<file path="src/rtl/ptrle_pkg.sv">
package ptrle_pkg;

    // Field widths of the request and result channels
    localparam int BYTE_W    = 8;
    localparam int CHANNEL_W = 2;
    localparam int START_W   = 12;
    localparam int LENGTH_W  = 13;
    localparam int COUNT_W   = 16;

    // Configuration register widths
    localparam int CFG_SIDE_W  = 7;
    localparam int CFG_PLANE_W = 3;

    // Defaults for the top-level parameters
    localparam int DEF_TILE_SIDE  = 64;
    localparam int DEF_MAX_PLANES = 4;

    // Register reset values
    localparam logic [CFG_SIDE_W-1:0]  RST_TILE_WIDTH  = 7'd64;
    localparam logic [CFG_SIDE_W-1:0]  RST_TILE_HEIGHT = 7'd64;
    localparam logic [CFG_PLANE_W-1:0] RST_BPP         = 3'd4;

    // Register word indexes (byte address / 4)
    localparam logic [1:0] REG_TILE_WIDTH  = 2'd0;
    localparam logic [1:0] REG_TILE_HEIGHT = 2'd1;
    localparam logic [1:0] REG_BPP         = 2'd2;

    // Opcodes with a 16-bit count following
    localparam logic [BYTE_W-1:0] OP_LONG_REPEAT  = 8'd127;
    localparam logic [BYTE_W-1:0] OP_LONG_LITERAL = 8'd128;

    // Decoder phases
    typedef enum logic [5:0] {
        PH_OPCODE   = 6'b000001,
        PH_COUNT_HI = 6'b000010,
        PH_COUNT_LO = 6'b000100,
        PH_VALUE    = 6'b001000,
        PH_LITERAL  = 6'b010000,
        PH_DISCARD  = 6'b100000
    } phase_t;

    // One decoded run
    typedef struct packed {
        logic [CHANNEL_W-1:0] channel;
        logic [START_W-1:0]   start_pixel;
        logic [LENGTH_W-1:0]  run_length;
        logic [BYTE_W-1:0]    fill_value;
        logic                 overrun;
        logic                 tile_done;
    } run_t;

endpackage

</file>
<file path="src/rtl/planar_tile_rle_decoder_core.sv">
// Channel    | Direction | Handshake          | Payload
// -----------+-----------+--------------------+-----------------------------------------
// s_         | in        | s_valid / s_ready  | s_data_byte
// m_         | out       | m_valid / m_ready  | m_channel, m_start_pixel, m_run_length,
//            |           |                    | m_fill_value, m_overrun, m_tile_done
// APB        | in        | psel/penable/pready| tile_width, tile_height, bytes_per_pixel
//
// One byte is taken per cycle while s_ready is high; each byte is decoded in the cycle it is
// accepted and its run, if any, is registered into the output queue behind any runs waiting there.
// A two-entry output queue lets bytes keep flowing while the result side stalls;
// s_ready drops only when both entries hold runs.
// Reset (synchronous, aresetn low) loads the register defaults and restarts the tile.
// A write to any of the three registers also restarts the tile at plane 0, pixel 0.
module planar_tile_rle_decoder_core
    import ptrle_pkg::*;
#(
    parameter int TILE_SIDE  = DEF_TILE_SIDE,
    parameter int MAX_PLANES = DEF_MAX_PLANES
) (
    input  logic                 aclk,
    input  logic                 aresetn,

    input  logic                 psel,
    input  logic                 penable,
    input  logic                 pwrite,
    input  logic [3:0]           paddr,
    input  logic [31:0]          pwdata,
    output logic [31:0]          prdata,
    output logic                 pready,

    input  logic                 s_valid,
    output logic                 s_ready,
    input  logic [BYTE_W-1:0]    s_data_byte,

    output logic                 m_valid,
    input  logic                 m_ready,
    output logic [CHANNEL_W-1:0] m_channel,
    output logic [START_W-1:0]   m_start_pixel,
    output logic [LENGTH_W-1:0]  m_run_length,
    output logic [BYTE_W-1:0]    m_fill_value,
    output logic                 m_overrun,
    output logic                 m_tile_done
);

    localparam int SIDE_W     = $clog2(TILE_SIDE + 1);
    localparam int SIZE_W     = $clog2(TILE_SIDE * TILE_SIDE + 1);
    localparam int LEN_W      = (SIZE_W > COUNT_W) ? SIZE_W : COUNT_W;
    localparam int FIFO_DEPTH = 2;

    function automatic logic [SIDE_W-1:0] clamp_side(input logic [CFG_SIDE_W-1:0] v);
        logic [SIDE_W-1:0] r;
        begin
            if (v == '0)
                r = SIDE_W'(1);
            else if (int'(v) > TILE_SIDE)
                r = SIDE_W'(TILE_SIDE);
            else
                r = SIDE_W'(v);
            return r;
        end
    endfunction

    function automatic logic [SIZE_W-1:0] plane_size(input logic [CFG_SIDE_W-1:0] w,
                                                     input logic [CFG_SIDE_W-1:0] h);
        logic [SIZE_W-1:0] a;
        logic [SIZE_W-1:0] b;
        begin
            a = SIZE_W'(clamp_side(w));
            b = SIZE_W'(clamp_side(h));
            return a * b;
        end
    endfunction

    function automatic logic [CFG_PLANE_W-1:0] clamp_planes(input logic [CFG_PLANE_W-1:0] v);
        logic [CFG_PLANE_W-1:0] r;
        begin
            if (v == '0)
                r = CFG_PLANE_W'(1);
            else if (int'(v) > MAX_PLANES)
                r = CFG_PLANE_W'(MAX_PLANES);
            else
                r = v;
            return r;
        end
    endfunction

    // Configuration registers
    logic [CFG_SIDE_W-1:0]  width_reg, width_next;
    logic [CFG_SIDE_W-1:0]  height_reg, height_next;
    logic [CFG_PLANE_W-1:0] bpp_reg, bpp_next;
    logic [SIZE_W-1:0]      plane_size_reg;
    logic [CFG_PLANE_W-1:0] plane_cnt_reg;
    logic                   cfg_we;
    logic                   cfg_hit;

    // Decoder state
    phase_t                 phase_reg, phase_next;
    logic [COUNT_W-1:0]     pend_reg, pend_next;
    logic                   rep_reg, rep_next;
    logic [BYTE_W-1:0]      hi_reg, hi_next;
    logic [CHANNEL_W-1:0]   plane_reg, plane_next;
    logic [SIZE_W-1:0]      pos_reg, pos_next;

    // Run arithmetic
    logic [LEN_W-1:0]       remaining;
    logic [LEN_W-1:0]       emit_len;
    logic [LEN_W-1:0]       run_len;
    logic                   ended;
    logic                   clip;
    logic [SIZE_W-1:0]      pos_adv;
    logic [CHANNEL_W:0]     plane_inc;
    logic                   last_plane;
    logic [CHANNEL_W-1:0]   plane_adv;
    logic [COUNT_W-1:0]     pend_dec;
    logic [COUNT_W-1:0]     long_count;

    logic                   s_fire;
    logic                   res_valid;
    run_t                   res_run;

    // Output queue
    run_t                   fifo_mem [FIFO_DEPTH];
    logic                   wr_ptr_reg;
    logic                   rd_ptr_reg;
    logic [1:0]             count_reg;
    logic                   push;
    logic                   pop;
    run_t                   head_run;

    // Register file access
    assign pready = 1'b1;
    assign cfg_we = psel && penable && pwrite;
    assign cfg_hit = cfg_we && (paddr[3:2] == REG_TILE_WIDTH || paddr[3:2] == REG_TILE_HEIGHT
                                || paddr[3:2] == REG_BPP);

    always_comb begin
        width_next  = width_reg;
        height_next = height_reg;
        bpp_next    = bpp_reg;
        if (cfg_we) begin
            unique case (paddr[3:2])
                REG_TILE_WIDTH:  width_next  = pwdata[CFG_SIDE_W-1:0];
                REG_TILE_HEIGHT: height_next = pwdata[CFG_SIDE_W-1:0];
                REG_BPP:         bpp_next    = pwdata[CFG_PLANE_W-1:0];
                default: ;
            endcase
        end
    end

    always_comb begin
        unique case (paddr[3:2])
            REG_TILE_WIDTH:  prdata = 32'(width_reg);
            REG_TILE_HEIGHT: prdata = 32'(height_reg);
            REG_BPP:         prdata = 32'(bpp_reg);
            default:         prdata = '0;
        endcase
    end

    // Latch registers and the derived plane geometry on each write to one of the three registers
    always_ff @(posedge aclk) begin
        if (!aresetn) begin
            width_reg      <= RST_TILE_WIDTH;
            height_reg     <= RST_TILE_HEIGHT;
            bpp_reg        <= RST_BPP;
            plane_size_reg <= plane_size(RST_TILE_WIDTH, RST_TILE_HEIGHT);
            plane_cnt_reg  <= clamp_planes(RST_BPP);
        end else if (cfg_hit) begin
            width_reg      <= width_next;
            height_reg     <= height_next;
            bpp_reg        <= bpp_next;
            plane_size_reg <= plane_size(width_next, height_next);
            plane_cnt_reg  <= clamp_planes(bpp_next);
        end
    end

    // Run placement: clip at plane end and advance position and plane
    assign s_fire     = s_valid && s_ready;
    assign remaining  = (pos_reg < plane_size_reg) ?
                        (LEN_W'(plane_size_reg) - LEN_W'(pos_reg)) : '0;
    assign emit_len   = (phase_reg == PH_LITERAL) ? LEN_W'(1) : LEN_W'(pend_reg);
    assign ended      = emit_len >= remaining;
    assign clip       = emit_len > remaining;
    assign run_len    = clip ? remaining : emit_len;
    assign pos_adv    = ended ? '0 : (pos_reg + SIZE_W'(emit_len));
    assign plane_inc  = {1'b0, plane_reg} + (CHANNEL_W + 1)'(1);
    assign last_plane = CFG_PLANE_W'(plane_inc) >= plane_cnt_reg;
    assign plane_adv  = ended ? (last_plane ? '0 : plane_inc[CHANNEL_W-1:0]) : plane_reg;
    assign pend_dec   = (pend_reg == '0) ? '0 : (pend_reg - COUNT_W'(1));
    assign long_count = {hi_reg, s_data_byte};

    // Decode one byte
    always_comb begin
        phase_next = phase_reg;
        pend_next  = pend_reg;
        rep_next   = rep_reg;
        hi_next    = hi_reg;
        plane_next = plane_reg;
        pos_next   = pos_reg;
        res_valid  = 1'b0;

        res_run.channel     = plane_reg;
        res_run.start_pixel = START_W'(pos_reg);
        res_run.run_length  = LENGTH_W'(run_len);
        res_run.fill_value  = s_data_byte;
        res_run.overrun     = clip;
        res_run.tile_done   = ended && last_plane;

        unique case (phase_reg)
            PH_COUNT_HI: begin
                hi_next    = s_data_byte;
                phase_next = PH_COUNT_LO;
            end
            PH_COUNT_LO: begin
                pend_next = long_count;
                if (rep_reg)
                    phase_next = PH_VALUE;
                else if (long_count == '0)
                    phase_next = PH_OPCODE;
                else
                    phase_next = PH_LITERAL;
            end
            PH_VALUE: begin
                phase_next = PH_OPCODE;
                if (pend_reg != '0) begin
                    res_valid  = 1'b1;
                    pos_next   = pos_adv;
                    plane_next = plane_adv;
                    pend_next  = '0;
                end
            end
            PH_LITERAL: begin
                res_valid       = 1'b1;
                pend_next       = pend_dec;
                pos_next        = pos_adv;
                plane_next      = plane_adv;
                res_run.overrun = clip || (ended && pend_dec != '0);
                if (ended && pend_dec != '0)
                    phase_next = PH_DISCARD;
                else if (pend_dec == '0)
                    phase_next = PH_OPCODE;
            end
            PH_DISCARD: begin
                pend_next = pend_dec;
                if (pend_dec == '0)
                    phase_next = PH_OPCODE;
            end
            default: begin
                if (s_data_byte < OP_LONG_REPEAT) begin
                    pend_next  = COUNT_W'(s_data_byte) + COUNT_W'(1);
                    rep_next   = 1'b1;
                    phase_next = PH_VALUE;
                end else if (s_data_byte == OP_LONG_REPEAT) begin
                    rep_next   = 1'b1;
                    phase_next = PH_COUNT_HI;
                end else if (s_data_byte == OP_LONG_LITERAL) begin
                    rep_next   = 1'b0;
                    phase_next = PH_COUNT_HI;
                end else begin
                    pend_next  = COUNT_W'(9'd256 - {1'b0, s_data_byte});
                    rep_next   = 1'b0;
                    phase_next = PH_LITERAL;
                end
            end
        endcase
    end

    // Hold decoder state; restart on reset or register write
    always_ff @(posedge aclk) begin
        if (!aresetn || cfg_hit) begin
            phase_reg <= PH_OPCODE;
            pend_reg  <= '0;
            rep_reg   <= 1'b0;
            hi_reg    <= '0;
            plane_reg <= '0;
            pos_reg   <= '0;
        end else if (s_fire) begin
            phase_reg <= phase_next;
            pend_reg  <= pend_next;
            rep_reg   <= rep_next;
            hi_reg    <= hi_next;
            plane_reg <= plane_next;
            pos_reg   <= pos_next;
        end
    end

    // Output queue: push decoded runs, drop on result handshake
    assign push    = s_fire && res_valid;
    assign pop     = m_valid && m_ready;
    assign s_ready = count_reg != 2'(FIFO_DEPTH);
    assign m_valid = count_reg != '0;

    always_ff @(posedge aclk) begin
        if (push)
            fifo_mem[wr_ptr_reg] <= res_run;
    end

    always_ff @(posedge aclk) begin
        if (!aresetn) begin
            wr_ptr_reg <= 1'b0;
            rd_ptr_reg <= 1'b0;
            count_reg  <= '0;
        end else begin
            if (push)
                wr_ptr_reg <= ~wr_ptr_reg;
            if (pop)
                rd_ptr_reg <= ~rd_ptr_reg;
            if (push && !pop)
                count_reg <= count_reg + 2'd1;
            else if (pop && !push)
                count_reg <= count_reg - 2'd1;
        end
    end

    assign head_run      = fifo_mem[rd_ptr_reg];
    assign m_channel     = head_run.channel;
    assign m_start_pixel = head_run.start_pixel;
    assign m_run_length  = head_run.run_length;
    assign m_fill_value  = head_run.fill_value;
    assign m_overrun     = head_run.overrun;
    assign m_tile_done   = head_run.tile_done;

`ifndef NO_ASSERTIONS
    a_pos_in_plane: assert property (@(posedge aclk) disable iff (!aresetn)
        pos_reg < plane_size_reg)
        else $error("pixel position outside plane");

    a_plane_in_range: assert property (@(posedge aclk) disable iff (!aresetn)
        CFG_PLANE_W'(plane_reg) < plane_cnt_reg)
        else $error("plane index beyond plane count");

    a_cfg_restart: assert property (@(posedge aclk) disable iff (!aresetn)
        cfg_hit |=> (phase_reg == PH_OPCODE && pos_reg == '0 && plane_reg == '0))
        else $error("register write did not restart tile");

    a_push_counts: assert property (@(posedge aclk) disable iff (!aresetn)
        (push && !pop) |=> count_reg == $past(count_reg) + 2'd1)
        else $error("queue count did not track push");

    a_full_stalls: assert property (@(posedge aclk) disable iff (!aresetn)
        (count_reg == 2'(FIFO_DEPTH)) |-> !s_ready)
        else $error("request accepted with queue full");
`endif

endmodule
</file>
<file path="config.mk">
export PLATFORM = sky130hd
export DESIGN_NAME = planar_tile_rle_decoder_core
export DESIGN_NICKNAME = d
export VERILOG_FILES = /design/src/rtl/ptrle_pkg.sv /design/src/rtl/planar_tile_rle_decoder_core.sv
export SDC_FILE = /design/constraint.sdc
export NUM_CORES = 1
export LEC_CHECK = 0
export BUFFER_PORTS_ARGS = -buffer_cell sky130_fd_sc_hd__buf_2
export CORE_MARGIN = 5
export CORE_UTILIZATION = 60
export CTS_BUF_LIST = sky130_fd_sc_hd__clkbuf_8
export DETAILED_ROUTE_END_ITERATION = 8
export PLACE_DENSITY = 0.81
export SYNTH_ARGS = -nofsm -noshare
export SYNTH_HDL_FRONTEND = slang
export SYNTH_SLANG_ARGS = --single-unit
</file>
<file path="constraint.sdc">
create_clock -name aclk -period 16.25 [get_ports aclk]
set_input_delay 3.25 -clock aclk [delete_from_list [all_inputs] [get_ports aclk]]
set_output_delay 3.25 -clock aclk [all_outputs]
set_load 0.02 [all_outputs]
</file>
==> metrics.txt, run 1 <==
Setup crit start paddr[3]; Detail Placement HPWL 19.2 mm; post-route cell area approximately 12000 µm²; fin crit share 0.540; Lkg Pwr 0.00488 µW; clk root buf clkbuf_8; Reg2Reg Launch Point width_reg[2]; H-tree levels 4; critical path launch point type input pin; via count a little under 9000; top cell type's share of synthesized area 0.202; worst min path class reg2reg; Least-Margin Pin Slew about 0.94 ns; post-detailed-route wirelength per cell 17.3 µm; Main synth FF type dfxtp_1; R2R Setup Slk 10.69 ns; Routed Antenna Nets 0; most frequent cells in the layout 110 x nor2_1, 110 x nand2_1, 84 x inv_1, 82 x dfxtp_1, 79 x ha_1; top post-synthesis cells by area edfxtp_1 20%, dfxtp_1 15%, ha_1 9.0%; crit path time final roughly 8.8 ns; CORE AREA 18000 µm²; DRT Pass-1 Iters 6; met1 Use GR 0.317; FF+latch count, synth 157; GR Util met2 0.391; post-synthesis cell area between 10000 and 15000 µm²; unrepaired setup endpoints after global routing no; Max Clock Skew approximately 0.016 ns; crit path capture type flip-flop; Syn Inst Count 1203; max FFs per register between 70 and 80; status completed; Routed WL about 26 mm; DRT iter0 DRCs 710; Area after DPL approximately 11000 µm²; Synth async-reset ratio 0; EDFF count, synth 74; Setup violations, final 0; Slew Limit Fails 0; CTS tree yes; peak supply drop ~80 µV; Total Routing Usage GR 0.238; critical path class in2reg; Worst-path clk slew ~0.090 ns; largest net degree at the start of global routing 42; die extent in x between 100 and 150 µm; share of layout cells above drive strength 1 0.147; Slew HR 0.366; area grow syn2layout 6.60%; FF-to-FF path depth 19; Seq/Total Area, Yosys 0.353; Chip Height approximately 150 µm; Setup crit end plane_size_reg[12]; DRC viols 0; antenna violations before repair 0; global-route wire length before repair 42.0 mm; Final Hold Fails 0; TritonCTS buffer count 17; Critical Path Fanout Max 12; Max-Cap Viols 0; Setup TNS 0 ns; gr ovfl total 0; fmax around 110 MHz; syn avg cell area slightly above 9 µm²; critical path data required time 16.61 ns; Resize count post-CTS 0; synth warn 0; Ports ~120; antenna diode count 0; dominant cell type by area after synthesis edfxtp_1; M3 GR Usage 0.0470; Die ar. 21100 µm²; cts hold-fix bufs 0; RePlAce Congestion 0.924; starting density of the core 0.610; reg2reg end plane_size_reg[12]; Post-CTS Setup Inserts 0; count of different cell masters after synthesis a little under 80; post-DR vias/cell about 6; CTS sink cnt around 160; Power Density roughly 99 nW/µm²; FP Rows 49; CP Data Arrival Time 9.14 ns; GR peak layer met2; final net count between 1000 and 1500; Port Buf Inserts 69; Clk Latency, worst-skew pair 0.47 ns; clk buf depth 2; vias in the first global route approximately 8600
[where the power goes]
| group | switching (µW) | total [µW] | internal (µW) | leakage (µW) |
|---|---|---|---|---|
| registers | 38.9 | 479 | 441 | 0.00134 |
| clock network | 164 | 290 | 126 | 0.000195 |
| logic | 235 | 389 | 154 | 0.00335 |
[synth_stat cells (all sizes together), types with 4 or more instances]
cell type and number:
nor4 11, edfxtp 74, fa 25, o211ai 6
o21a 9, or3 6, a21o 12, nor2b 20
a221oi 6, or2 12, nor2 112, nand2 110
dfxtp 83, mux2 43, and3 6, o21ai 59
and4b 4, o21bai 6, and2 15, or4 4
a211o 5, xor2 13, a31oi 7, o31ai 4
a22oi 9, buf 40, nand2b 17, nand3 41
mux2i 32, nand4 10, nand3b 6, a21boi 8
clkbuf 41, nor3 22, ha 79, o22ai 5
xnor2 30, a211oi 12, inv 83, a21oi 68
[worst max-delay path, cell delays in order]
cell and delay, ns:
buf_2 0.19, and4b_1 0.26, nand2_1 0.40, mux2i_1 0.70
nand2b_1 0.34, or2_2 0.37, fa_1 0.57, fa_1 0.45
fa_1 0.54, inv_1 0.05, fa_1 0.48, ha_1 0.38
nand2_1 0.10, o211ai_1 0.12, a211oi_1 0.28, o21bai_1 0.14
a31oi_1 0.23, xnor2_1 0.09, o22a_1 0.17
[how the worst min path moves through the flow]
stage,from,end,slack (ns),cells after the start
floorplan,plane_cnt_reg[0],plane_cnt_reg[0],0.43,2
global placement,plane_cnt_reg[0],plane_cnt_reg[0],0.45,2
detailed placement,pos_reg[12],pos_reg[12],0.46,2
CTS,pos_reg[12],pos_reg[12],0.47,2
global route,plane_cnt_reg[0],plane_cnt_reg[0],0.50,2
finish,pos_reg[12],pos_reg[12],0.48,2
[logic make-up after synthesis]
family,synth area share
AOI/OAI and AO/OA,0.150
xor gates and xnor gates,0.0343
adders and majority gates,0.135
buffers and inverters,0.0690
DFF,0.353
muxes,0.0732
other,0.000683
and+or+nand+nor,0.184
[stage by stage]
| stage | hold slack (ns) | power, µW | cells | setup slack [ns] | utilization |
|---|---|---|---|---|---|
| floorplan | 0.432 | 779 | 1227 | 7.86 | - |
| global placement | 0.452 | 862 | 1450 | 7.05 | 0.629 |
| detailed placement | 0.458 | 872 | 1450 | 7.03 | 0.629 |
| CTS | 0.472 | 1160 | 1482 | 7.51 | 0.650 |
| global route | 0.497 | 1220 | 1482 | 7.01 | 0.650 |
| finish | 0.478 | 1160 | 1482 | 7.47 | 0.650 |
[metal layers]
layer | up-vias | share of wire
met3 | 50 | 0.072
met5 | - | 0
met2 | 312 | 0.47
met4 | 0 | 0.026
met1 | 4269 | 0.43
li1 | 4291 | -
[final cells by class]
class	count	area (µm²)
sequential	157	3880
timing repair buffer	75	390
fill	1492	6310
multi-input combinational	905	6460
clock inverter	15	146
tap	229	287
clock buffer	17	234
inverter	84	315
(Power assumes the default switching activity.)
==> run 2: changes to the inputs <==
==> constraint.sdc (replaced) <==
create_clock -name aclk -period 9.2 [get_ports aclk]
set_input_delay 1.84 -clock aclk [delete_from_list [all_inputs] [get_ports aclk]]
set_output_delay 1.84 -clock aclk [all_outputs]
set_load 0.02 [all_outputs]
==> metrics.txt, run 2 (synthesized netlist as in run 1, its figures left out) <==
H-tree levels 4; antenna violations before repair 0; DRC viols 0; Final Hold Fails 0; final worst-path setup slack 1.81 ns; Routed Antenna Nets 0; critical path data required time between 9 and 10 ns; area grow syn2layout 6.93%; RePlAce Congestion between 0.9 and 1; Routed WL ~26 mm; Slew Limit Fails 0; DRT Pass-1 Iters 7; Setup TNS 0 ns; Clk Latency, worst-skew pair around 0.48 ns; post-place setup slack around 1.4 ns; CORE AREA 18000 µm²; max FFs per register between 70 and 80; Post-CTS Setup Inserts 0; peak supply drop around 120 µV; Total Routing Usage GR 0.242; CP Data Arrival Time 7.75 ns; Chip Height 145 µm; most frequent cells in the layout 110 x nor2_1, 110 x nand2_1, 84 x inv_1, 82 x dfxtp_1, 79 x ha_1; Lkg Pwr about 0.005 µW; crit path capture type flip-flop; Core Util, Final 0.652; fmax between 100 and 150 MHz; DRT iter0 DRCs between 800 and 900; clk buf depth 2; antenna diode count 0; post-detailed-route wirelength per cell approximately 17 µm; fin crit share 0.803; critical path launch point type input pin; clk root buf clkbuf_8; Die ar. between 20000 and 25000 µm²; Ports between 100 and 150; status completed; TritonCTS buffer count 17; worst min path class reg2reg; Power Density ~180 nW/µm²; cts hold-fix bufs 0; CTS sink cnt about 160; share of layout cells above drive strength 1 0.148; global-route wire length before repair approximately 43 mm; Layout fillers ~1500; Slew HR 0.344; via count between 8000 and 9000; Final Power between 2000 and 2500 µW; Resize count post-CTS 0; Critical Path Fanout Max 12; critical path class in2reg; die extent in x between 100 and 150 µm; Worst-path clk slew approximately 0.09 ns; Max Clock Skew approximately 0.016 ns; starting density of the core 0.610; Max-Cap Viols 0; post-DR vias/cell ~6.1; FP Rows just under 50; crit path time final roughly 7.4 ns; largest net degree at the start of global routing 42; final net count between 1000 and 1500; Detail Placement HPWL about 19 mm; Setup violations, final 0; CTS tree yes; Least-Margin Pin Slew approximately 0.97 ns; unrepaired setup endpoints after global routing no; Port Buf Inserts 69; gr ovfl total 0; vias in the first global route slightly below 9000
## run 2: cell types whose count changed in the layout (fill, tap and decap cells not counted), sizes merged
| cell | before | now |
|---|---|---|
| buf | 75 | 76 |
| bufinv | 1 | 2 |
| clkinv | 3 | 2 |
| inv | 93 | 95 |
| clkinvlp | 2 | 0 |
## run 2: path summary, 6_finish.rpt
path / to / slack [ns] / startpoint / cells after the start
worst min-delay path: plane_cnt_reg[0] / 0.47 / plane_cnt_reg[0] / 2
worst max-delay path: plane_size_reg[12] / 1.81 / paddr[3] / 19
worst min register to register: plane_cnt_reg[0] / 0.47 / plane_cnt_reg[0] / 2
worst max register to register: plane_size_reg[12] / 3.75 / width_reg[2] / 19
## run 2: final cells by class
class                      instances  area, µm²  area share
clock buffer                      17        234      0.0199
timing repair buffer              76        398      0.0339
tap                              229        287      0.0244
inverter                          84        315      0.0268
multi-input combinational        905       6460       0.550
clock inverter                    15        175      0.0149
sequential                       157       3880       0.331
## run 2: metrics by stage
step           instance area (µm²)  cells  hold slack, ns
2_1_floorplan                11100   1227           0.432
3_3_place_gp                 11300   1451           0.450
3_5_place_dp                 11300   1451           0.455
4_1_cts                      11800   1483           0.475
5_1_grt                      11800   1483           0.519
6_report                     11800   1483           0.474
## run 2: where the power goes
group | internal [µW] | switching (µW) | leakage, µW
combinational | 273 | 415 | 0.00335
sequential | 778 | 68.3 | 0.00134
clock | 253 | 294 | 0.000216
total | 1300 | 777 | 0.00491
## run 2: routing by layer
metal	vias to the layer above	global-route usage	part of all wire
met1	4241	0.319	0.43
met4	0	0.0868	0.027
met5	-	0	0
met2	399	0.395	0.47
met3	47	0.0533	0.074
li1	4297	-	-
## run 2: worst max-delay path: stages
cell and delay, ns:
buf_2 0.19, and4b_1 0.26, nand2_1 0.38, mux2i_1 0.72, nand2b_1 0.37, or2_2 0.39
fa_1 0.56, fa_1 0.45, fa_1 0.55, inv_1 0.06, fa_1 0.47, ha_1 0.38
nand2_1 0.10, o211ai_1 0.12, a211oi_1 0.30, o21bai_1 0.14, a31oi_1 0.22, xnor2_1 0.08
o22a_1 0.17
==> run 3: changes to the inputs <==
--- a/config.mk
+++ b/config.mk
@@ -5,6 +5,7 @@
 export SDC_FILE = /design/constraint.sdc
 export NUM_CORES = 1
 export LEC_CHECK = 0
+export ABC_AREA = 1
 export BUFFER_PORTS_ARGS = -buffer_cell sky130_fd_sc_hd__buf_2
 export CORE_MARGIN = 5
 export CORE_UTILIZATION = 60
==> constraint.sdc (replaced) <==
create_clock -name aclk -period 6.98 [get_ports aclk]
set_input_delay 1.396 -clock aclk [delete_from_list [all_inputs] [get_ports aclk]]
set_output_delay 1.396 -clock aclk [all_outputs]
set_load 0.02 [all_outputs]
==> metrics.txt, run 3 <==
unrepaired setup endpoints after global routing no; FF+latch count, synth 157; met2 WL between 10 and 15 mm; Layout fillers ~1500; delay-heaviest family, CP adder cells; Routed WL roughly 25 mm; global-route wire length before repair roughly 41 mm; Max Clock Skew 0.0179 ns; Worst-path clk slew about 0.09 ns; post-synthesis cell area about 11000 µm²; Synth Area in Adders 0.137; area grow syn2layout 7.35%; top cell type's share of synthesized area 0.204; DRC viols 0; most frequent cells in the layout 256 x nand2_1, 168 x inv_1, 141 x nor2_1, 83 x dfxtp_1; largest net degree at the start of global routing 39; Synth Area in Compound Gates 0.117; max FFs per register between 70 and 80; CP dominant cell by count nand2_1; Post-CTS Setup Inserts 0; share of layout cells above drive strength 1 0.179; peak supply drop around 160 µV; Port Buf Inserts around 70; critical path class in2reg; Chip Height approximately 140 µm; starting density of the core 0.609; met1 WL around 11 mm; synthesized-area fraction occupied by and/or/nand/nor cells 0.230; Resize count post-CTS 0; gr ovfl total 0; commonest non-fill, non-tap cell in the layout nand2_1; count of different cell masters after synthesis 61; slowest CP cell fa_1; multiplexer share of the synthesized area 0.0391; via count about 9000; clk root buf clkbuf_8; clk buf depth 2; crit path time final between 6 and 7 ns; CTS tree yes; critical path launch point type input pin; Critical Path Fanout Max 14; cell with the most instances after synthesis nand2_1; Detail Placement HPWL about 19 mm; die extent in x 145 µm; final net count between 1500 and 2000; Inst Count DP 1627; Total Routing Usage GR 0.245; XOR/XNOR Fraction of Synth Area 0.0185; vias in the first global route slightly below 9000; syn avg cell area about 8.0 µm²; routed length on met3 1.53 mm; RePlAce Congestion between 1 and 1.5; final worst-path setup slack 0.903 ns; Max Used Layer met4; Setup TNS 0 ns; Least-Margin Pin Slew around 1.2 ns; non-filler instance count after layout roughly 1700; Die ar. ~21000 µm²; worst min path class reg2reg; post-DR vias/cell around 5.4; Main synth FF type dfxtp_1; Routed Antenna Nets 0; DRT Pass-1 Iters 5; fin crit share 0.871; CP bufs+invs 5; Setup violations, final 0; Slew HR 0.225; crit path capture type flip-flop; Ports between 100 and 150; max incr delay on CP 0.57 ns; FP Rows 49; Power Density 192 nW/µm²; Syn Inst Count approximately 1400; synth warn 0; Seq/Total Area, Yosys 0.356; top post-synthesis cells by area edfxtp_1 20%, dfxtp_1 15%, ha_1 9.1%; Slew Limit Fails 0; antenna violations before repair 0; critical path data required time about 7.3 ns; cts hold-fix bufs 0; Final Hold Fails 0; post-place setup slack 0.415 ns; CORE AREA between 15000 and 20000 µm²; fmax between 150 and 200 MHz; Synth async-reset ratio 0; H-tree levels 4; dominant cell type by area after synthesis edfxtp_1; antenna diode count 0; CP Data Arrival Time 6.44 ns; CTS sink cnt roughly 160; status completed; EDFF count, synth 74; largest family of logic cells by synthesized area simple AND/OR/NAND/NOR gates; DRT iter0 DRCs between 600 and 700; Max-Cap Viols 0; Final Power between 2000 and 2500 µW; Lkg Pwr 0.00532 µW; TritonCTS buffer count 17; post-detailed-route wirelength per cell around 15 µm; most instantiated cells after synthesis 256 x nand2_1, 167 x inv_1, 143 x nor2_1, 83 x dfxtp_1; Clk Latency, worst-skew pair between 0.4 and 0.5 ns
==> run 3: final timing paths <==
kind / to / cells past startpoint / from / slack (ns)
max: plane_size_reg[11] / 27 / pwrite / 0.90
min: plane_size_reg[10] / 2 / plane_size_reg[10] / 0.46
min reg2reg: plane_size_reg[10] / 2 / plane_size_reg[10] / 0.46
max reg2reg: plane_size_reg[11] / 25 / width_reg[2] / 2.01
==> run 3: power by group <==
part,total (µW),internal (µW),switching (µW)
registers,1000,988,16.8
clock network,680,295,385
logic,558,187,371
==> run 3: area by class of cell <==
cell class              count  area (µm²)  share of cell area
flip-flops and latches    157        3880               0.332
repair buffers             73         375              0.0321
inverters                 198         746              0.0637
clock buffers              17         234              0.0200
clock inverters            15         155              0.0133
multi-input cells         970        6020               0.515
well taps                 229         287              0.0245
==> run 3: per-stage QoR <==
stage	hold WS, ns	cell area [µm²]	util
floorplan	0.433	11000	-
global placement	0.452	11300	0.632
detailed placement	0.449	11300	0.632
CTS	0.464	11700	0.654
global route	0.511	11700	0.654
finish	0.464	11700	0.654
==> run 3: worst reg2reg max path: cells and delay by family (launching register included) <==
kind	cells	cell delay (ns)
buffers and inverters	4	0.31
adder cells (fa/ha/maj)	5	2.41
flip-flops	1	0.31
AO/OA/AOI/OAI	4	0.55
AND/OR/NAND/NOR	12	1.31
==> run 3: logic make-up after synthesis <==
group                    count (synthesis)
XOR/XNOR                                23
adder cells (fa/ha/maj)                104
AO/OA/AOI/OAI                          216
AND/OR/NAND/NOR                        563
other                                    2
buffers and inverters                  252
flip-flops                             157
multiplexers                            38
==> run 3: per-layer routing <==
layer	track usage	up-vias
li1	-	4536
met1	0.329	4153
met2	0.405	304
met3	0.0394	40
met4	0.0859	0
met5	0	-
